`src/rtl/stt_pkg.sv`:
```
// shared types and constants for the source text tokenizer
`default_nettype none

package stt_pkg;

	localparam int KW_REGS    = 8;
	localparam int KW_W       = 64;
	localparam int CFG_ADDR_W = 6;
	localparam int CFG_DATA_W = 64;
	localparam int BURST      = 4;

	localparam logic [7:0] CH_NUL    = 8'h00;
	localparam logic [7:0] CH_TAB    = 8'h09;
	localparam logic [7:0] CH_NL     = 8'h0A;
	localparam logic [7:0] CH_CR     = 8'h0D;
	localparam logic [7:0] CH_SPACE  = 8'h20;
	localparam logic [7:0] CH_HASH   = 8'h23;
	localparam logic [7:0] CH_DOLLAR = 8'h24;
	localparam logic [7:0] CH_LPAREN = 8'h28;
	localparam logic [7:0] CH_RPAREN = 8'h29;
	localparam logic [7:0] CH_STAR   = 8'h2A;
	localparam logic [7:0] CH_PLUS   = 8'h2B;
	localparam logic [7:0] CH_MINUS  = 8'h2D;
	localparam logic [7:0] CH_SLASH  = 8'h2F;
	localparam logic [7:0] CH_ZERO   = 8'h30;
	localparam logic [7:0] CH_NINE   = 8'h39;
	localparam logic [7:0] CH_COLON  = 8'h3A;
	localparam logic [7:0] CH_SEMI   = 8'h3B;
	localparam logic [7:0] CH_EQUAL  = 8'h3D;
	localparam logic [7:0] CH_AT     = 8'h40;
	localparam logic [7:0] CH_UPPER_A = 8'h41;
	localparam logic [7:0] CH_UPPER_Z = 8'h5A;
	localparam logic [7:0] CH_UNDER  = 8'h5F;
	localparam logic [7:0] CH_LOWER_A = 8'h61;
	localparam logic [7:0] CH_LOWER_Z = 8'h7A;

	typedef enum logic [2:0] {
		TK_NUMBER     = 3'd0,
		TK_IDENT      = 3'd1,
		TK_KEYWORD    = 3'd2,
		TK_ARITH      = 3'd3,
		TK_DELIM      = 3'd4,
		TK_ASSIGN     = 3'd5,
		TK_ERROR      = 3'd6,
		TK_END        = 3'd7
	} token_kind_t;

	typedef enum logic [1:0] {
		RUN_NONE   = 2'd0,
		RUN_NUMBER = 2'd1,
		RUN_WORD   = 2'd2
	} run_class_t;

	typedef logic [KW_REGS-1:0][KW_W-1:0] kw_array_t;

	typedef struct packed {
		token_kind_t kind;
		logic [2:0]  slot;
		logic [7:0]  ch;
		logic [15:0] start_line;
		logic [15:0] start_column;
		logic [31:0] start_index;
		logic [15:0] end_line;
		logic [15:0] end_column;
		logic [31:0] end_index;
		logic [15:0] length;
		logic        last;
		logic        kw_check;
		logic [KW_W-1:0] word;
	} result_t;

	typedef struct packed {
		logic [BURST-1:0]    valid;
		result_t [BURST-1:0] rec;
	} burst_t;

	typedef struct packed {
		logic [BURST-1:0] pending;
		logic             move;
	} buf_status_t;

endpackage

`default_nettype wire

```
`src/rtl/stt_cfg.sv`:
```
// keyword register file behind the apb port
`default_nettype none

module stt_cfg (
	input  wire logic                                clk,
	input  wire logic                                arst_n,
	input  wire logic                                psel,
	input  wire logic                                penable,
	input  wire logic                                pwrite,
	input  wire logic [stt_pkg::CFG_ADDR_W-1:0]      paddr,
	input  wire logic [stt_pkg::CFG_DATA_W-1:0]      pwdata,
	output logic      [stt_pkg::CFG_DATA_W-1:0]      prdata,
	output logic                                     pready,
	output stt_pkg::kw_array_t                       keywords
);

	stt_pkg::kw_array_t kw_q;
	logic [2:0]         sel;

	assign sel = paddr[stt_pkg::CFG_ADDR_W-1:3];

	always_ff @(posedge clk or negedge arst_n) begin
		if (!arst_n) begin
			kw_q <= '0;
		end else if (psel && penable && pwrite) begin
			kw_q[sel] <= pwdata;
		end
	end

	assign prdata   = kw_q[sel];
	assign pready   = 1'b1;
	assign keywords = kw_q;

endmodule

`default_nettype wire

```
`src/rtl/stt_kw_match.sv`:
```
// parallel keyword compare, lowest slot wins
`default_nettype none

module stt_kw_match #(
	parameter int KEYWORD_SLOTS = 8
) (
	input  wire stt_pkg::kw_array_t       keywords,
	input  wire logic [stt_pkg::KW_W-1:0] word,
	input  wire logic                     check,
	output logic                          hit,
	output logic [2:0]                    slot
);

	always_comb begin
		hit  = 1'b0;
		slot = 3'd0;
		for (int i = KEYWORD_SLOTS - 1; i >= 0; i--) begin
			if (check && keywords[i] != '0 && keywords[i] == word) begin
				hit  = 1'b1;
				slot = 3'(i);
			end
		end
	end

endmodule

`default_nettype wire

```
`src/rtl/stt_lex.sv`:
```
// per byte lexer: position counters, open run state and result burst
`default_nettype none

module stt_lex #(
	parameter int KEYWORD_CHARS = 8,
	parameter int LINE_BITS     = 16,
	parameter int INDEX_BITS    = 32
) (
	input  wire logic       clk,
	input  wire logic       arst_n,
	input  wire logic       accept,
	input  wire logic [7:0] text_char,
	input  wire logic       end_of_text,
	output stt_pkg::burst_t burst
);

	localparam int BW = 8 * KEYWORD_CHARS;
	localparam int LX = (LINE_BITS > 16) ? LINE_BITS : 16;
	localparam int IX = (INDEX_BITS > 32) ? INDEX_BITS : 32;

	stt_pkg::run_class_t   run_q, nrun;
	logic [LINE_BITS-1:0]  line_q, col_q, rs_line_q, rs_col_q;
	logic [INDEX_BITS-1:0] idx_q, rs_idx_q;
	logic [LINE_BITS-1:0]  line_n, col_n, nrs_line, nrs_col;
	logic [INDEX_BITS-1:0] idx_n, nrs_idx;
	logic [BW-1:0]         buf_q, nbuf;
	logic [15:0]           len_q, nlen;

	logic zero, nl, digit, alpha, wstart, space;
	logic cont, cont_word, brk, start, single, fin;
	stt_pkg::token_kind_t single_kind;
	logic [stt_pkg::BURST-1:0] v;
	stt_pkg::result_t [stt_pkg::BURST-1:0] rec;

	function automatic logic [15:0] to_line(input logic [LINE_BITS-1:0] x);
		logic [LX-1:0] w;
		w = LX'(x);
		return w[15:0];
	endfunction

	function automatic logic [31:0] to_index(input logic [INDEX_BITS-1:0] x);
		logic [IX-1:0] w;
		w = IX'(x);
		return w[31:0];
	endfunction

	function automatic stt_pkg::result_t make_rec(
		input stt_pkg::token_kind_t kind,
		input logic [7:0]            ch,
		input logic [15:0]           sl,
		input logic [15:0]           sc,
		input logic [31:0]           si,
		input logic [15:0]           el,
		input logic [15:0]           ec,
		input logic [31:0]           ei,
		input logic [15:0]           len,
		input logic                  kwc,
		input logic [stt_pkg::KW_W-1:0] word
	);
		stt_pkg::result_t r;
		r.kind         = kind;
		r.slot         = 3'd0;
		r.ch           = ch;
		r.start_line   = sl;
		r.start_column = sc;
		r.start_index  = si;
		r.end_line     = el;
		r.end_column   = ec;
		r.end_index    = ei;
		r.length       = len;
		r.last         = 1'b0;
		r.kw_check     = kwc;
		r.word         = word;
		return r;
	endfunction

	// byte classes
	always_comb begin
		zero   = text_char == stt_pkg::CH_NUL;
		nl     = text_char == stt_pkg::CH_NL;
		digit  = text_char >= stt_pkg::CH_ZERO && text_char <= stt_pkg::CH_NINE;
		alpha  = (text_char >= stt_pkg::CH_LOWER_A && text_char <= stt_pkg::CH_LOWER_Z) ||
		         (text_char >= stt_pkg::CH_UPPER_A && text_char <= stt_pkg::CH_UPPER_Z);
		wstart = alpha || text_char == stt_pkg::CH_UNDER || text_char == stt_pkg::CH_AT ||
		         text_char == stt_pkg::CH_HASH || text_char == stt_pkg::CH_DOLLAR;
		space  = text_char == stt_pkg::CH_SPACE ||
		         (text_char >= stt_pkg::CH_TAB && text_char <= stt_pkg::CH_CR);
		case (text_char)
			stt_pkg::CH_PLUS, stt_pkg::CH_MINUS,
			stt_pkg::CH_STAR, stt_pkg::CH_SLASH: single_kind = stt_pkg::TK_ARITH;
			stt_pkg::CH_LPAREN, stt_pkg::CH_RPAREN,
			stt_pkg::CH_SEMI, stt_pkg::CH_COLON: single_kind = stt_pkg::TK_DELIM;
			stt_pkg::CH_EQUAL: single_kind = stt_pkg::TK_ASSIGN;
			default: single_kind = stt_pkg::TK_ERROR;
		endcase
	end

	// saturating position of this byte
	always_comb begin
		if (nl) begin
			line_n = (&line_q) ? line_q : line_q + 1'b1;
			col_n  = '0;
		end else begin
			line_n = line_q;
			col_n  = (&col_q) ? col_q : col_q + 1'b1;
		end
		idx_n = (&idx_q) ? idx_q : idx_q + 1'b1;
	end

	// run continuation and next run state
	always_comb begin
		cont_word = run_q == stt_pkg::RUN_WORD && (wstart || digit);
		cont      = !zero && ((run_q == stt_pkg::RUN_NUMBER && digit) || cont_word);
		brk       = !cont && run_q != stt_pkg::RUN_NONE;
		start     = !zero && !cont && (digit || wstart);
		single    = !zero && !cont && !space && !digit && !wstart;
		fin       = zero || end_of_text;

		nrun     = run_q;
		nrs_line = rs_line_q;
		nrs_col  = rs_col_q;
		nrs_idx  = rs_idx_q;
		nlen     = len_q;
		nbuf     = buf_q;
		if (cont) begin
			nlen = (&len_q) ? len_q : len_q + 1'b1;
			if (cont_word) begin
				for (int i = 0; i < KEYWORD_CHARS; i++) begin
					if (len_q == 16'(i)) begin
						nbuf[8*i +: 8] = text_char;
					end
				end
			end
		end else if (start) begin
			nrun     = digit ? stt_pkg::RUN_NUMBER : stt_pkg::RUN_WORD;
			nrs_line = line_n;
			nrs_col  = col_n;
			nrs_idx  = idx_n;
			nlen     = 16'd1;
			nbuf     = digit ? '0 : BW'(text_char);
		end else begin
			nrun = stt_pkg::RUN_NONE;
			nlen = '0;
			nbuf = '0;
		end
	end

	// result burst: closed run, single byte token, run closed by end mark, end token
	always_comb begin
		v[0] = brk;
		v[1] = single;
		v[2] = !zero && end_of_text && nrun != stt_pkg::RUN_NONE;
		v[3] = fin;

		rec[0] = make_rec(
			(run_q == stt_pkg::RUN_WORD) ? stt_pkg::TK_IDENT : stt_pkg::TK_NUMBER,
			8'd0, to_line(rs_line_q), to_line(rs_col_q), to_index(rs_idx_q),
			to_line(line_n), to_line(col_n), to_index(idx_n), len_q,
			run_q == stt_pkg::RUN_WORD && len_q <= 16'(KEYWORD_CHARS),
			stt_pkg::KW_W'(buf_q));
		rec[1] = make_rec(single_kind, text_char,
			to_line(line_n), to_line(col_n), to_index(idx_n),
			to_line(line_n), to_line(col_n), to_index(idx_n), 16'd1,
			1'b0, '0);
		rec[2] = make_rec(
			(nrun == stt_pkg::RUN_WORD) ? stt_pkg::TK_IDENT : stt_pkg::TK_NUMBER,
			8'd0, to_line(nrs_line), to_line(nrs_col), to_index(nrs_idx),
			to_line(line_n), to_line(col_n), to_index(idx_n), nlen,
			nrun == stt_pkg::RUN_WORD && nlen <= 16'(KEYWORD_CHARS),
			stt_pkg::KW_W'(nbuf));
		rec[3] = make_rec(stt_pkg::TK_END, 8'd0,
			to_line(line_n), to_line(col_n), to_index(idx_n),
			to_line(line_n), to_line(col_n), to_index(idx_n), 16'd0,
			1'b0, '0);

		// mark the highest valid entry as the last of this byte
		for (int i = 0; i < stt_pkg::BURST; i++) begin
			rec[i].last = v[i] && ((v >> (i + 1)) == '0);
		end

		burst.valid = accept ? v : '0;
		burst.rec   = rec;
	end

	always_ff @(posedge clk or negedge arst_n) begin
		if (!arst_n) begin
			run_q     <= stt_pkg::RUN_NONE;
			line_q    <= LINE_BITS'(1);
			col_q     <= '0;
			idx_q     <= '0;
			rs_line_q <= LINE_BITS'(1);
			rs_col_q  <= '0;
			rs_idx_q  <= '0;
			buf_q     <= '0;
			len_q     <= '0;
		end else if (accept) begin
			if (fin) begin
				run_q     <= stt_pkg::RUN_NONE;
				line_q    <= LINE_BITS'(1);
				col_q     <= '0;
				idx_q     <= '0;
				rs_line_q <= LINE_BITS'(1);
				rs_col_q  <= '0;
				rs_idx_q  <= '0;
				buf_q     <= '0;
				len_q     <= '0;
			end else begin
				run_q     <= nrun;
				line_q    <= line_n;
				col_q     <= col_n;
				idx_q     <= idx_n;
				rs_line_q <= nrs_line;
				rs_col_q  <= nrs_col;
				rs_idx_q  <= nrs_idx;
				buf_q     <= nbuf;
				len_q     <= nlen;
			end
		end
	end

endmodule

`default_nettype wire

```
`src/rtl/stt_out_buf.sv`:
```
// pending result slots, keyword resolve and output register
`default_nettype none

module stt_out_buf #(
	parameter int KEYWORD_SLOTS = 8
) (
	input  wire logic             clk,
	input  wire logic             arst_n,
	input  wire logic             load,
	input  wire stt_pkg::burst_t  burst,
	input  wire stt_pkg::kw_array_t keywords,
	input  wire logic             out_stall,
	output logic                  out_valid,
	output stt_pkg::result_t      out_rec,
	output logic                  in_stall,
	output stt_pkg::buf_status_t  status
);

	logic [stt_pkg::BURST-1:0]             pend_q, head_oh;
	stt_pkg::result_t [stt_pkg::BURST-1:0] slot_q;
	stt_pkg::result_t                      head, resolved, out_q;
	logic [1:0]                            hidx;
	logic                                  out_valid_q, move, many, hit;
	logic [2:0]                            kw_slot;

	always_comb begin
		hidx = 2'd0;
		for (int i = stt_pkg::BURST - 1; i >= 0; i--) begin
			if (pend_q[i]) begin
				hidx = 2'(i);
			end
		end
		head_oh = stt_pkg::BURST'(1) << hidx;
		head    = slot_q[hidx];
	end

	stt_kw_match #(
		.KEYWORD_SLOTS(KEYWORD_SLOTS)
	) u_kw_match (
		.keywords(keywords),
		.word    (head.word),
		.check   (head.kw_check),
		.hit     (hit),
		.slot    (kw_slot)
	);

	always_comb begin
		resolved = head;
		if (hit) begin
			resolved.kind = stt_pkg::TK_KEYWORD;
			resolved.slot = kw_slot;
		end
	end

	assign move     = (|pend_q) && (!out_valid_q || !out_stall);
	assign many     = |(pend_q & (pend_q - 1'b1));
	assign in_stall = many || ((|pend_q) && !move);

	always_ff @(posedge clk or negedge arst_n) begin
		if (!arst_n) begin
			pend_q <= '0;
		end else if (load) begin
			pend_q <= burst.valid;
		end else if (move) begin
			pend_q <= pend_q & ~head_oh;
		end
	end

	always_ff @(posedge clk) begin
		if (load) begin
			slot_q <= burst.rec;
		end
		if (move) begin
			out_q <= resolved;
		end
	end

	always_ff @(posedge clk or negedge arst_n) begin
		if (!arst_n) begin
			out_valid_q <= 1'b0;
		end else if (move) begin
			out_valid_q <= 1'b1;
		end else if (!out_stall) begin
			out_valid_q <= 1'b0;
		end
	end

	assign out_valid = out_valid_q;
	assign out_rec   = out_q;
	assign status    = '{pending: pend_q, move: move};

endmodule

`default_nettype wire

```
`src/rtl/source_text_tokenizer.sv`:
```
// top level of the source text tokenizer
// The input channel takes one text byte per beat (text_char, end_of_text); a zero
// byte or a set end_of_text closes the text. The output channel gives one token per
// beat with its kind, keyword slot, single character, start and end positions,
// length and last_of_run on the final token caused by a byte.
// Keywords are written through the apb port, 64 bits each at byte address 8*i;
// pready is always high. The user must write them only while the block is idle;
// the block itself does not enforce this. Each byte's tokens are registered in the
// pending slots and then in the output register. A byte is taken every cycle as
// long as each byte causes at most one token and the receiver does not stall; a
// byte that causes more than one token holds the input while its slots drain
// through the single output register.
// Reset clears the keyword registers, the position counters (line 1, column 0,
// index 0), any open run and all pending tokens.
// When the receiver stalls, the output register holds its token, the pending
// slots fill, and in_stall rises once a new byte could not be placed.
`default_nettype none

module source_text_tokenizer #(
	parameter int KEYWORD_SLOTS = 8,
	parameter int KEYWORD_CHARS = 8,
	parameter int LINE_BITS     = 16,
	parameter int INDEX_BITS    = 32
) (
	input  wire logic                           clk,
	input  wire logic                           arst_n,
	input  wire logic                           psel,
	input  wire logic                           penable,
	input  wire logic                           pwrite,
	input  wire logic [stt_pkg::CFG_ADDR_W-1:0] paddr,
	input  wire logic [stt_pkg::CFG_DATA_W-1:0] pwdata,
	output logic      [stt_pkg::CFG_DATA_W-1:0] prdata,
	output logic                                pready,
	input  wire logic                           in_valid,
	output logic                                in_stall,
	input  wire logic [7:0]                     text_char,
	input  wire logic                           end_of_text,
	output logic                                out_valid,
	input  wire logic                           out_stall,
	output logic [2:0]                          token_kind,
	output logic [2:0]                          keyword_slot,
	output logic [7:0]                          token_char,
	output logic [15:0]                         start_line,
	output logic [15:0]                         start_column,
	output logic [31:0]                         start_index,
	output logic [15:0]                         end_line,
	output logic [15:0]                         end_column,
	output logic [31:0]                         end_index,
	output logic [15:0]                         token_length,
	output logic                                last_of_run
);

	stt_pkg::kw_array_t   keywords;
	stt_pkg::burst_t      burst;
	stt_pkg::result_t     out_rec;
	stt_pkg::buf_status_t status;
	logic                 accept;

	assign accept = in_valid && !in_stall;

	stt_cfg u_cfg (
		.clk     (clk),
		.arst_n  (arst_n),
		.psel    (psel),
		.penable (penable),
		.pwrite  (pwrite),
		.paddr   (paddr),
		.pwdata  (pwdata),
		.prdata  (prdata),
		.pready  (pready),
		.keywords(keywords)
	);

	stt_lex #(
		.KEYWORD_CHARS(KEYWORD_CHARS),
		.LINE_BITS    (LINE_BITS),
		.INDEX_BITS   (INDEX_BITS)
	) u_lex (
		.clk        (clk),
		.arst_n     (arst_n),
		.accept     (accept),
		.text_char  (text_char),
		.end_of_text(end_of_text),
		.burst      (burst)
	);

	stt_out_buf #(
		.KEYWORD_SLOTS(KEYWORD_SLOTS)
	) u_out_buf (
		.clk      (clk),
		.arst_n   (arst_n),
		.load     (accept),
		.burst    (burst),
		.keywords (keywords),
		.out_stall(out_stall),
		.out_valid(out_valid),
		.out_rec  (out_rec),
		.in_stall (in_stall),
		.status   (status)
	);

	assign token_kind   = 3'(out_rec.kind);
	assign keyword_slot = out_rec.slot;
	assign token_char   = out_rec.ch;
	assign start_line   = out_rec.start_line;
	assign start_column = out_rec.start_column;
	assign start_index  = out_rec.start_index;
	assign end_line     = out_rec.end_line;
	assign end_column   = out_rec.end_column;
	assign end_index    = out_rec.end_index;
	assign token_length = out_rec.length;
	assign last_of_run  = out_rec.last;

	// a byte is only taken when no earlier token would be overwritten
	a_accept_room: assert property (@(posedge clk) disable iff (!arst_n)
		accept |-> ($countones(status.pending) == 0) ||
		           ($countones(status.pending) == 1 && status.move))
		else $error("byte accepted over pending tokens");

	// the end token is always the final token of its byte
	a_end_last: assert property (@(posedge clk) disable iff (!arst_n)
		out_valid && token_kind == 3'(stt_pkg::TK_END) |-> last_of_run)
		else $error("end token not marked last");

	// slot is only nonzero on keywords
	a_slot_kw: assert property (@(posedge clk) disable iff (!arst_n)
		out_valid && token_kind != 3'(stt_pkg::TK_KEYWORD) |-> keyword_slot == 3'd0)
		else $error("keyword slot on non-keyword token");

	// a beat taken with more tokens pending keeps the output valid next cycle
	a_drain: assert property (@(posedge clk) disable iff (!arst_n)
		out_valid && !out_stall && (|status.pending) |=> out_valid)
		else $error("output gap while tokens pending");

endmodule

`default_nettype wire
```
`config.mk`:
```
export PLATFORM = sky130hd
export DESIGN_NAME = source_text_tokenizer
export DESIGN_NICKNAME = d
export VERILOG_FILES = /design/src/rtl/stt_pkg.sv /design/src/rtl/stt_cfg.sv /design/src/rtl/stt_kw_match.sv /design/src/rtl/stt_lex.sv /design/src/rtl/stt_out_buf.sv /design/src/rtl/source_text_tokenizer.sv
export SDC_FILE = /design/constraint.sdc
export NUM_CORES = 2
export LEC_CHECK = 0
export BUFFER_PORTS_ARGS = -buffer_cell sky130_fd_sc_hd__buf_2
export CORE_ASPECT_RATIO = 0.5
export CORE_MARGIN = 2
export CORE_UTILIZATION = 54
export DETAILED_ROUTE_END_ITERATION = 16
export PLACE_DENSITY = 0.79
export SETUP_SLACK_MARGIN = 0.5
export SLEW_MARGIN = 20
export SYNTH_ARGS = -nofsm -noshare
export SYNTH_HDL_FRONTEND = slang
export SYNTH_SLANG_ARGS = --single-unit
```
`constraint.sdc`:
```
create_clock -name clk -period 31.5 [get_ports clk]
set_clock_uncertainty 0.2 [all_clocks]
set_input_delay 6.3 -clock clk [delete_from_list [all_inputs] [get_ports clk]]
set_output_delay 6.3 -clock clk [all_outputs]
set_load 0.01 [all_outputs]
```
---- Word level (Yosys, flattened, before mapping) ----
Index checks and enable logic that the tools add are counted.
word-level totals
  flip-flop bits (word level) ............. 1261
  latch bits .............................. 0
  memory bits (writable) .................. 0
  ROM bits ................................ 0
  input bits .............................. 86
  output and inout port bits .............. 226
  word-level logic and storage cells ...... 268
  memories kept ........................... 0
cells by class
  $add $sub $neg .......................... 5
  multipliers ............................. 0
  div/mod/pow operators ................... 0
  $lt $le $gt $ge ......................... 13
  eq/ne operators ......................... 34
  shift operators ......................... 1
  mux-type cells .......................... 73
  bitwise gates (word level) .............. 3
  reductions and logical operators ........ 86
operators by type and width
  cell                   number
  $bwmux 512             1
  $eq 64x64->1           8
  $reduce_bool 64->1     8
  $bmux 224 s2           1
  $mux 64                6
  $mux 16                15
  $mux 224               1
  $bmux 64 s3            1
  $demux 64 s3           1
  $mux 32                5
  $eq 8x6->1 const B     12
  $mux 8                 9
  $eq 16x3->1 const B    4
  $add 16x1->16 const B  3
  $reduce_and 16->1      3
  $logic_and 1x1->1      42
  $add 32x1->32 const B  1
  $eq 16x2->1 const B    2
  $le 16x4->1 const B    2
  $reduce_and 32->1      1
  $mux 3                 9
  $eq 16x1->1 const B    1
  $eq 8x7->1 const B     2
  $ge 8x7->1 const B     2
  27 further kinds       75

---- Longest topological paths before layout ----
  depth after elaboration ................. 20
  gate-level depth with buffers ........... 15
  gate-level depth less buffers ........... 11

---- Cells and area by module ----
Synthesis repeated with hierarchy kept, for this count alone.
second synthesis, totals
  cells, all modules ...................... 6503
  area total of the unflattened synthesis .. 87878.0 µm²
modules (own cells, without submodules)
  module                 instances  cells an instance  area each (µm²)  sequential area each (µm²)
  stt_out_buf            1          2237               41043.1          33757.4
  stt_cfg                1          1327               22825.6          12812.3
  stt_lex                1          1913               16719.8          5257.5
  stt_kw_match           1          1025               7275.7           0.0
  source_text_tokenizer  1          1                  13.8             0.0

---- Worst setup path before layout ----
No wires, ideal clock.
  path type ............................... input -> register
  start point ............................. input out_stall
  end point ............................... register u_lex.line_q[0]
  setup time .............................. 0.108 ns
  arrival ................................. 19.138 ns
  data required time ...................... 31.192 ns
  path slack .............................. 12.054 ns
  stages .................................. 10
  path buffers ............................ 2
  cell sequence ........................... and2_1 -> maj3_1 -> o21a_1 -> o22a_1 -> nand2b_1 -> clkbuf_1 -> inv_2 -> clkbuf_1 -> o21ai_0 -> a21oi_1
on the way
  longest elaborated chain between the ends .. 8
RTL lines
  what                  RTL line                     text
  start, declared       source_text_tokenizer.sv:39  input wire logic out_stall,
  $logic_not 1->1       stt_out_buf.sv:55            assign move = (|pend_q) && (!out_valid_q || !out_stall);
  $logic_or 1x1->1      stt_out_buf.sv:55
  $logic_and 1x1->1     stt_out_buf.sv:55
  $logic_not 1->1       stt_out_buf.sv:57            assign in_stall = many || ((|pend_q) && !move);
  $logic_and 1x1->1     stt_out_buf.sv:57
  $logic_or 1x1->1      stt_out_buf.sv:57
  via in_stall          source_text_tokenizer.sv:35  output logic in_stall,
  $logic_not 1->1       source_text_tokenizer.sv:59  assign accept = in_valid && !in_stall;
  $logic_and 1x1->1     source_text_tokenizer.sv:59
  via accept            source_text_tokenizer.sv:57  logic accept;
  end signal, assigned  stt_lex.sv:209               line_q <= line_n;
  end, declared         stt_lex.sv:22                logic [LINE_BITS-1:0] line_q, col_q, rs_line_q, rs_col_q;
The timed path passes the listed nets, and every way through them passes these cells.
A chain may end at the register's enable or synchronous reset.

---- Worst setup path after layout ----
  start point ............................. input paddr[4] in the netlist's numbering
  end point ............................... output prdata[4] in the netlist's numbering
on the way
  longest elaborated chain between the ends .. 2
RTL lines
  what                           RTL line                     text
  start, declared                source_text_tokenizer.sv:30  input wire logic [stt_pkg::CFG_ADDR_W-1:0] paddr,
  $bmux 64 s3                    stt_cfg.sv:30                assign prdata = kw_q[sel];
  $mux 64 (not written as such)  stt_cfg.sv:30
  end, declared                  source_text_tokenizer.sv:32  output logic [stt_pkg::CFG_DATA_W-1:0] prdata,
Every way passes these cells. The select of a mux whose other input is x is not followed.

==> impl_metrics.yaml <==
global_route:
  grt_pass1_vias: 45450
  grt_first_pass_wirelength_um: 353700
  grt_start_max_net_pins: 102
  antenna_found_initial: 34
  grt_use_total: 0.4366
  grt-ovfl-total: 0
critical_path:
  crit_type: "in -> out"
  critPathArrivalTime_ps: 8930
  reg2reg_setup_slack_ps: 24470
  critPathCaptureType: "primary output"
  cp.required_ps: 25000
  startpoint_type: "input pin"
  worstReg2RegEnd: "u_out_buf.out_rec[219]$_SDFFCE_PP0P_"
  critPathLaunch: "paddr[4]"
  r2r_cells: 11
  crit_fanout: 42
  timing.rr.start: "u_out_buf.pend_q[0]$_DFFE_PN0P_"
  critPathCapture: "prdata[4]"
place:
  hpwl_um: 185500
  finalWeightedCongestion: 1.130
  pre_cts_slack_ps: 16250
  io_buffers: 307
  place_inst: 6609
logic_synthesis:
  synth_fa_ha_area_frac: 0.001604
  seq_area_frac_synth: 0.5606
  syn-num-nets: 5152
  synth_top_family_by_area: "simple AND/OR/NAND/NOR gates"
  yosys.area_share.simple: 0.1431
  syn_area_per_cell_um2: 12.03
  synth_async_sr_flop_share: 0.5784
  synth_seq_cells: 1257
  yosys.cell_types.count: 87
  synth_mux_area_frac: 0.1055
  synth_area_mm2: 0.06084
  synth_enable_flop_cells: 530
  yosys_most_used_dff: "dfrtp_1"
  yosys_warnings: 0
  synth_xor_area_frac: 0.06665
  synth_compound_area_frac: 0.09441
  syn_inst: 5059
floorplanning:
  num_rows: 86
  io_pins: 312
  die_x_um: 478.7
  core_area_mm2: 0.1109
  die-area_mm2: 0.1155
  initial_core_util: 0.5484
  die_h_um: 241.4
detailed_routing:
  routed.top_layer: "met5"
  drt_iter0_drc: 7329
  vias: 48310
  route.layer.met1.wl_um: 100500
  post_drt_wl_per_cell_um: 37.36
  met3WireLength_um: 36660
  wl_met2_um: 107100
  via_per_inst: 7.066
  postRouteWirelength_um: 255500
  antenna_left: 0
  firstDrtPassIters: 8
  route.detailed.drc: 0
clocking:
  holdBufCountCts: 0
  cts_buffers: 108
  post_cts_buffers: 0
  cts_resized: 0
  clk_pin_slew_ps: 70
  cts.path.max_buffers: 3
  clockRootBuffer: "clkbuf_16"
  cts_sinks: 1257
  htreeDepth: 3
  cts_tree: "yes"
  worstSkewPairLatency_ps: 780
pwr:
  seq_power_share: 0.396
  pwr-share-comb: 0.385
  p_leak_nw: 27.33
  p_clk_frac: 0.218
  peakVddDrop_mv: 0.07601
  switching_power_mw: 2.982
  p_per_area_mw_per_mm2: 100.0
  p_int_mw: 3.783
  p_sw_frac: 0.4409
timing:
  hold_ws_ps: 252.0
  setup_ws_ps: 16070
  final.setup.tns_ps: 0
  maxSlewHeadroom: 0.05735
  drv_slew: 0
  setup_viol: 0
  grt_setup_unrepaired: "no"
  min_period_over_period: 0.4897
  fin_crit_ps: 15430
  tightest_slew_ps: 1401
  clock.fmax_ghz: 0.06483
  hold_violations: 0
hold_path:
  holdPathStages: 0
  min_from: "u_out_buf.slot_q[797]$_DFFE_PP_"
  hold_path_class: "reg -> reg"
final_layout:
  mostFrequentLayoutCell: "dfrtp_1"
  area.sequential_mm2: 0.03412
  multi_input_area_mm2: 0.02523
  final_net_count: 5316
  syn2layout_area_growth_pct: 11.16
  final_cell_mix: "dfrtp_1, edfxtp_1, mux2_2"
  final-instance-count-excl-fill: 6838
  drive_above_1_share: 0.2246
  n_fill_cell: 8603
run_status:
  outcome: "completed"
job:
  maxCapViolations: 0
-- final cells by class --
class                      count  share of cell area
sequential                  1257              0.5045
multi-input combinational   3388              0.3730
clock buffer                 149             0.04581
timing repair buffer         387             0.03186
tap                         1496             0.02768
clock inverter                55             0.01158
inverter                      81            0.004607
antenna                       25           0.0009250
-- sequential cells by signal, summed over array words and instances (netlist names), 32 cells and up --
signal and cells:
u_cfg.keywords 512, u_lex.buf_q 64, u_lex.idx_q 32, u_lex.rs_idx_q 32, u_out_buf.out_rec 159, u_out_buf.slot_q 371
-- through the flow --
step	instance area, µm²	util	power (mW)
after detailed placement	63670	0.5739	5.149
final	67630	0.6096	6.765
after CTS	67550	0.6089	6.612
after global placement	63670	0.5739	5.109
after floorplan	60840	-	3.978
after global routing	67570	0.6091	6.894
-- worst min path at each step --
stage,end
4_1_cts,u_out_buf.out_rec[110]$_DFFE_PP_
3_3_place_gp,u_out_buf.out_rec[108]$_DFFE_PP_
6_report,u_out_buf.out_rec[125]$_DFFE_PP_
2_1_floorplan,u_out_buf.slot_q[69]$_DFFE_PP_
3_5_place_dp,u_out_buf.out_rec[111]$_DFFE_PP_
5_1_grt,u_out_buf.out_rec[110]$_DFFE_PP_
-- cells in the mapped netlist, drive strengths merged (31+ instances only) --
master / number / share of area
a22o: 126 / 0.018
a22oi: 262 / 0.032
a31oi: 146 / 0.015
and2: 34 / 0.0035
and3: 65 / 0.0067
and4: 75 / 0.011
buf: 85 / 0.0076
clkbuf: 248 / 0.015
dfrtp: 725 / 0.30
edfxtp: 530 / 0.26
inv: 81 / 0.0050
mux2: 516 / 0.096
mux2i: 61 / 0.010
nand2: 419 / 0.026
nand3: 58 / 0.0050
nand4: 220 / 0.023
nor2: 204 / 0.013
nor3: 31 / 0.0031
nor4: 207 / 0.021
o21ai: 180 / 0.015
or4b: 51 / 0.0086
or4bb: 34 / 0.0063
xnor2: 171 / 0.025
xor2: 292 / 0.042
-- layer usage --
layer / GRT usage / up-vias
li1: - / 19500
met1: 0.5885 / 24820
met2: 0.6266 / 3367
met3: 0.1926 / 603
met4: 0.1538 / 22
met5: 0.002042 / -
-- critical path: stages --
cell and delay, ps:
buf_2 200, nand2_1 150, nor2_4 740, buf_4 700
a22oi_1 200, nand4_1 330, buf_2 220
-- power by group through the flow --
stage | clock network, mW | logic [mW] | registers, mW
6_report | 1.48 | 2.61 | 2.68
5_1_grt | 1.54 | 2.65 | 2.70
4_1_cts | 1.47 | 2.49 | 2.65
3_5_place_dp | 0 | 2.48 | 2.67
3_3_place_gp | 0 | 2.45 | 2.66
2_1_floorplan | 0 | 1.33 | 2.65
-- kinds of logic (layout without fill, tap and decap cells) --
logic type | after synthesis | after routing
buffers and inverters | 414 | 672
adders and majority gates | 8 | 8
DFF | 1257 | 1257
other | 2 | 27
muxes | 577 | 577
and+or+nand+nor | 1517 | 1517
xor gates and xnor gates | 463 | 463
AOI/OAI and AO/OA | 821 | 821
Power figures use the tool's default switching activity.
